## config.mk

```make
export PLATFORM = sky130hd
export DESIGN_NAME = gcl_level
export DESIGN_NICKNAME = d
export VERILOG_FILES = /design/src/design/gcl_pkg.sv /design/src/design/gcl_level.sv
export SDC_FILE = /design/constraint.sdc
export NUM_CORES = 2
export LEC_CHECK = 0
export BUFFER_PORTS_ARGS = -buffer_cell sky130_fd_sc_hd__buf_4
export CAP_MARGIN = 40
export CORE_MARGIN = 8
export CORE_UTILIZATION = 40
export CTS_CLUSTER_SIZE = 12
export DETAILED_ROUTE_END_ITERATION = 10
export PLACE_DENSITY = 0.57
export SYNTH_ARGS = -nofsm -noshare
export SYNTH_HDL_FRONTEND = slang
export SYNTH_SLANG_ARGS = --single-unit
```

## constraint.sdc

```tcl
create_clock -name clk -period 6.8 [get_ports clk]
set_input_delay 1.36 -clock clk [delete_from_list [all_inputs] [get_ports clk]]
set_output_delay 1.36 -clock clk [all_outputs]
set_load 0.005 [all_outputs]
```

## src/design/gcl_pkg.sv

```systemverilog
`default_nettype none

package gcl_pkg;

  // Field and datapath widths
  localparam int IDX_W    = 12;
  localparam int SIZE_W   = 13;
  localparam int REG_W    = 16;
  localparam int CFG_IDX_W = 3;
  localparam int P_W      = 4;             // integer part of log2 (msb position <= 12)
  localparam int FRAC_W   = 16;            // fraction bits of log2 / exponent
  localparam int MANT_W   = 32;            // Q1.31 mantissa
  localparam int LOG_W    = P_W + FRAC_W;  // Q.16 log2
  localparam int T_W      = 25;            // scaled exponent, Q.16
  localparam int Q_W      = T_W - FRAC_W;  // integer part of the exponent
  localparam int SHAPED_W = 33;            // Q.32, up to exactly 1.0
  localparam int TERM_W   = 32;
  localparam int BASE_W   = 34;            // signed Q.28
  localparam int PROD_W   = 50;            // signed Q.40
  localparam int LVL_W    = 16;

  // Pipeline depth from accepted beat to level strobe
  localparam int PIPE_LAT = 40;

  localparam int MAX_ENTRIES_DEF = 4096;

  // Register indexes
  localparam logic [CFG_IDX_W-1:0] REG_TABLE_SIZE = 3'd0;
  localparam logic [CFG_IDX_W-1:0] REG_GAMMA      = 3'd1;
  localparam logic [CFG_IDX_W-1:0] REG_GAIN       = 3'd2;
  localparam logic [CFG_IDX_W-1:0] REG_LIFT       = 3'd3;
  localparam logic [CFG_IDX_W-1:0] REG_RED_MUL    = 3'd4;
  localparam logic [CFG_IDX_W-1:0] REG_GREEN_MUL  = 3'd5;
  localparam logic [CFG_IDX_W-1:0] REG_BLUE_MUL   = 3'd6;

  // Reset values
  localparam logic [SIZE_W-1:0] TABLE_SIZE_RST = 13'd1024;
  localparam logic [REG_W-1:0]  ONE_Q12        = 16'd4096;
  localparam logic [REG_W-1:0]  LIFT_RST       = 16'd0;

  // Tag that rides the delay line next to the datapath
  typedef struct packed {
    logic             valid;
    logic [IDX_W-1:0] idx;
    logic             zero;
  } gcl_tag_t;

  // 2^(-2^-k) as Q.32 constants, K[0] = 2^31, K[k] = isqrt(K[k-1] << 32)
  typedef logic [FRAC_W:1][MANT_W-1:0] k_tab_t;

  function automatic logic [63:0] isqrt64(input logic [63:0] v);
    logic [63:0] res;
    logic [63:0] bt;
    logic [63:0] rem;
    res = '0;
    bt  = 64'h4000_0000_0000_0000;
    rem = v;
    for (int i = 0; i < 32; i++) begin
      if (rem >= res + bt) begin
        rem = rem - (res + bt);
        res = (res >> 1) + bt;
      end else begin
        res = res >> 1;
      end
      bt = bt >> 2;
    end
    return res;
  endfunction

  function automatic k_tab_t k_table();
    k_tab_t      tab;
    logic [63:0] prev;
    prev = 64'h0000_0000_8000_0000;
    for (int k = 1; k <= FRAC_W; k++) begin
      prev   = isqrt64(prev << 32);
      tab[k] = prev[MANT_W-1:0];
    end
    return tab;
  endfunction

  localparam k_tab_t K_TAB = k_table();

endpackage

`default_nettype wire

```

## src/design/gcl_level.sv

```systemverilog
`default_nettype none

// One channel: multiply by the channel factor, then clamp and round to 16 bits
module gcl_level (
  input  logic                              clk,
  input  logic signed [gcl_pkg::BASE_W-1:0] base,
  input  logic signed [gcl_pkg::REG_W-1:0]  mul,
  output logic        [gcl_pkg::LVL_W-1:0]  level
);
  import gcl_pkg::*;

  localparam int SUM_W = 40 + LVL_W;

  logic signed [PROD_W-1:0] p_q;
  logic        [39:0]       pl;
  logic        [SUM_W-1:0]  scaled;

  always_ff @(posedge clk) begin
    p_q <= PROD_W'(base) * PROD_W'(mul);
  end

  // p*65535 as (p << 16) - p, round half up
  assign pl     = p_q[39:0];
  assign scaled = {pl, {LVL_W{1'b0}}} - SUM_W'(pl) + (SUM_W'(1) << 39);

  always_ff @(posedge clk) begin
    if (p_q[PROD_W-1] || (p_q == '0)) begin
      level <= '0;
    end else if (|p_q[PROD_W-2:40]) begin
      level <= '1;
    end else begin
      level <= scaled[SUM_W-1:40];
    end
  end

endmodule

`default_nettype wire

```

**Word-level counts from Yosys, hierarchy flattened**

Index checks and enable logic that the tools add are counted.

- Input port bits: 51
- Logic and storage cells: 9
- Output and inout port bits: 16
- Bits in registers: 66

- $mul: 1
- Reductions and logical operators: 3
- Add/sub/neg operators: 2
- Muxes and demuxes: 1

Operator list:

| operator | count |
|---|---|
| adder 56 x 40 -> 56 bit, second input constant | 1 |
| subtractor 56 x 40 -> 56 bit | 1 |
| zero test 50 bit | 1 |
| multiplier 34 x 16 -> 50 bit | 1 |
| 2-to-1 mux 16 bit | 1 |
| OR reduction 9 bit | 1 |
| logical OR 1 bit | 1 |

**Depth between registers and ports, before layout**

- Depth in word-level cells: 3
- Gate-level depth with buffers: 26
- Depth with buffers taken out: 25

**Worst setup path after synthesis**

Ideal clock, no wire load.

- Path type: input to register
- From: in mul[7] (netlist name)
- To: reg p_q[47]
- Setup time: 0.072 ns
- Buffers on the path: 3
- Arrival time: 7.094 ns
- Data required time: 6.728 ns
- Cell stages on the path: 24
- Slack: -0.366 ns
- Cell sequence: clkbuf_1 clkbuf_1 nand2_1 fa_1 inv_1 fa_1 fa_1 fa_1 fa_1 inv_1 fa_1 inv_1 ha_1 clkbuf_1 and3_1 a221o_1 a21oi_1 o21ai_0 or2_0 a21oi_2 o21ai_1 a31o_2 a21oi_1 xnor2_1

- Cells in the longest elaborated chain, start to end: 1

Ends and longest elaborated chain:

| item | RTL line | RTL |
|---|---|---|
| start: declaration | gcl_level.sv:7 | `input logic signed [gcl_pkg::REG_W-1:0] mul,` |
| multiplier 34 x 16 -> 50 bit | gcl_level.sv:19 | `p_q <= PROD_W'(base) * PROD_W'(mul);` |
| end signal: assignment | gcl_level.sv:19 |  |
| end: declaration | gcl_level.sv:14 | `logic signed [PROD_W-1:0] p_q;` |

Every way passes these cells.
A chain may end at the register's enable or synchronous reset.

**Worst setup path after layout**

- From: in mul[4] (netlist name)
- To: reg p_q[42]

The elaborated chain is that of the path after synthesis.

==> Implementation_results.wiki <==
{| class="wikitable"
! Metric !! Value
|-
| Total area of sequential cells || 1320 um2
|-
| Fraction of final layout cells sized beyond drive strength 1 || 16.3%
|-
| First-pass GRT wire length || 97,900 um
|-
| Top FF cell, synth || dfxtp_1
|-
| Level count of the clock H-tree || 3
|-
| Highest clock frequency the design can meet || 0.149 GHz
|-
| CTS tree || built
|-
| First-pass iteration count of the detailed router || 5
|-
| # clock sinks || 66
|-
| Top Family by Delay on Critical Path || adder cells
|-
| FF-to-FF End || level[15]$_SDFF_PP0_
|-
| Synthesized netlist cell count || 2,509
|-
| Max-slew violations || 0
|-
| Layout overhead on the synthesized area || 19.0%
|-
| FILL cells || 5,366
|-
| Share of flip-flops with an asynchronous set or reset || 0%
|-
| Setup slack, reg-to-reg || 3.28 ns
|-
| Count of different cell masters after synthesis || 60
|-
| Congestion Overflow GR || 0
|-
| Detailed-route vias per instance || 4.87
|-
| Least-Margin Pin Slew || 0.485 ns
|-
| Worst hold path depth || 3
|-
| Crit Reg-Reg Startpoint || p_q[25]$_DFF_P_
|-
| Detailed-route via count || 17,105
|-
| Dpl hpwl || 50,400 um
|-
| Library cell used as clock root buffer || clkbuf_16
|-
| Flops & latches, synth || 66
|-
| Hold Path Sink || level[3]$_SDFF_PP0_
|-
| Multi-input gate area in the final layout || 18,700 um2
|-
| Routed Antenna Nets || 0
|-
| Hold Path Origin || p_q[43]$_DFF_P_
|-
| Synth Area in Compound Gates || 7.27%
|-
| Post-synthesis adder-cell area fraction || 56.7%
|-
| Ports placed on the boundary || 67
|-
| Relative slew margins || 67.2%
|-
| Final setup fails || 0
|-
| Die span in x || 252 um
|-
| GR Layer Usage met2 || 36.2%
|-
| Drt initial violations || 754
|-
| Unrepaired setup endpoints after global routing || true
|-
| Data arrival time at the worst-slack endpoint || 6.92 ns
|-
| Sequential fraction of the synthesis area || 5.92%
|-
| Warnings from Yosys || 0
|-
| Largest family of logic cells by synthesized area || adder cells
|-
| Number of antenna violations at the first check in global routing || 0
|-
| Result of the run || finished clean
|-
| Via count of the first global-routing pass || 19,603
|-
| Depth of the worst register-to-register path || 13
|-
| Max Root-Sink Buffers || 2
|-
| Top Usage Layer GRT || met2
|-
| Worst path slowest cell || fa_1
|-
| Post-synthesis mux area share || 0%
|-
| DR DRC count || 0
|-
| Site row count || 86
|-
| Average size of a mapped cell || 8.89 um2
|-
| Critical path capture point type || register
|-
| Floorplan die area || 63,600 um2
|-
| GP Congestion || 0.903
|-
| Clock Skew || 0.00362 ns
|-
| M3 GR Usage || 1.58%
|-
| Clock-pin transition on the worst setup and hold timing paths || 0.05 ns
|-
| Port buffer count || 66
|-
| Hold Slack || 0.732 ns
|-
| Fin. Hold Viols || 0
|-
| Worst-skew pair later-pin latency || 0.34 ns
|-
| Y dimension of the die || 252 um
|-
| Largest fanout on the critical path || 15
|-
| Global routing usage on met1 || 22.2%
|-
| NumNets Final || 3,512
|-
| Diode insertion count for antenna repair || 0
|-
| Core Footprint || 55,100 um2
|-
| Parity-gate share of the synthesized area counting xor and xnor cells || 2.63%
|-
| Type of the tightest min-delay check || register to register
|-
| EDFF count, synth || 0
|-
| Category of the critical setup timing path || input port to register
|-
| Initial core utilization || 40.5%
|-
| Largest net degree at the start of global routing || 35
|-
| Longest individual stage delay on the worst path || 0.53 ns
|-
| Average routed wire per standard cell || 16.5 um
|-
| Buffers and inverters on the worst path || 8
|-
| Mapped cell area || 22,300 um2
|-
| Data required time of the critical path || 7.03 ns
|-
| CTS buffer count || 9
|-
| Period utilisation layout || 98.5%
|-
| Number of max-capacitance violations reported || 0
|-
| Nature of the critical path startpoint || input port
|-
| Global Route Usage Sum || 18.9%
|-
| Final worst path period need || 6.69 ns
|-
| Drt total wl || 58,000 um
|-
| Basic-gate share of the synthesized area counting and, or, nand and nor cells || 15.5%
|-
| Post-synth net total || 3,262
|}
-- flip-flops by register name, summed over array words and instances, names as in the netlist --
signal and flops:
p_q 50, level 16
-- final cells by class --
cell class	instances	area share, %
multi-input cells	1727	70.3
repair buffers	333	11.1
inverters	622	8.80
flip-flops and latches	66	4.98
well taps	748	3.53
clock buffers	11	0.952
clock inverters	4	0.372
-- cells by family after synthesis --
group / count (synthesis)
buf+inv: 716
simple gates: 714
fa+ha+maj: 702
compound gates: 244
xor+xnor: 67
flops: 66
-- cell usage in the layout, fill, tap and decap left out, drive strengths merged, types with 38 or more instances in the layout --
master and n:
inv 622, fa 514, nand2 343, buf 328, and2 220, ha 188, a21oi 93, dfxtp 66
nor2 61, xnor2 46, o21ai 41, a21o 38
-- metal layers --
| layer | wire (um) | vias up | share of wire [%] |
|---|---|---|---|
| met1 | 23400 | 8762 | 40 |
| li1 | - | 7930 | - |
| met4 | 1680 | 0 | 2.9 |
| met2 | 31000 | 317 | 53 |
| met5 | 0 | - | 0 |
| met3 | 1890 | 96 | 3.2 |
-- how the worst max path moves through the flow --
stage | from | endpoint | slack [ns] | cells after the start
2_1_floorplan | mul[4] | p_q[47]$_DFF_P_ | -0.02 | 24
3_3_place_gp | mul[7] | p_q[48]$_DFF_P_ | -0.50 | 22
3_5_place_dp | mul[7] | p_q[48]$_DFF_P_ | -0.56 | 22
4_1_cts | mul[4] | p_q[47]$_DFF_P_ | 0.01 | 23
5_1_grt | base[15] | p_q[49]$_DFF_P_ | -0.12 | 23
6_report | mul[4] | p_q[42]$_DFF_P_ | 0.11 | 25
-- stage by stage --
| stage | setup WS [ns] | cells | instance area, um2 | setup TNS [ns] | utilization (%) |
|---|---|---|---|---|---|
| floorplan | -0.0195 | 2509 | 22500 | -0.0195 | - |
| global placement | -0.500 | 3485 | 25500 | -8.79 | 46.3 |
| detailed placement | -0.557 | 3485 | 25500 | -10.17 | 46.3 |
| CTS | 0.0134 | 3500 | 25900 | 0 | 47.1 |
| global route | -0.123 | 3511 | 26500 | -0.610 | 48.2 |
| finish | 0.105 | 3511 | 26500 | 0 | 48.2 |
-- tightest hold or removal path, stage by stage, from the launching register on --
cell     delay, ns
dfxtp_1       0.32
nor4_2        0.04
buf_4         0.19
a21oi_1       0.13
-- what timing repair did --
action                                  in CTS  in global routing
cloned                                       0                  5
hold buffers                                 0                  0
endpoints found under the setup margin      15                 22
pin swaps                                   12                 70
endpoints found under the hold margin        0                  0
resized for setup                           18                111
buffers inserted                             0                  6
-- cells in the mapped netlist (5+ instances only) --
master	number	area share, %
xnor2_1	46	1.8
nand2_1	343	5.8
nor3_1	11	0.25
xor2_1	21	0.82
nand4_1	13	0.36
a21o_1	38	1.3
and3_1	5	0.14
nor2_1	61	1.0
ha_1	188	11
o21bai_1	14	0.47
nand2b_1	10	0.28
and2_1	220	6.2
o211ai_1	5	0.17
inv_1	622	10
a31oi_1	10	0.28
o21a_1	9	0.30
a21oi_1	89	2.0
clkbuf_1	93	1.6
nor4_1	9	0.25
dfxtp_1	66	5.9
fa_1	514	46
o21ai_0	37	0.83
nand3_1	17	0.38
nor2b_1	7	0.20
Power is not shown: default switching activity piles up to over one toggle a cycle in this logic, so the estimate is an artifact.
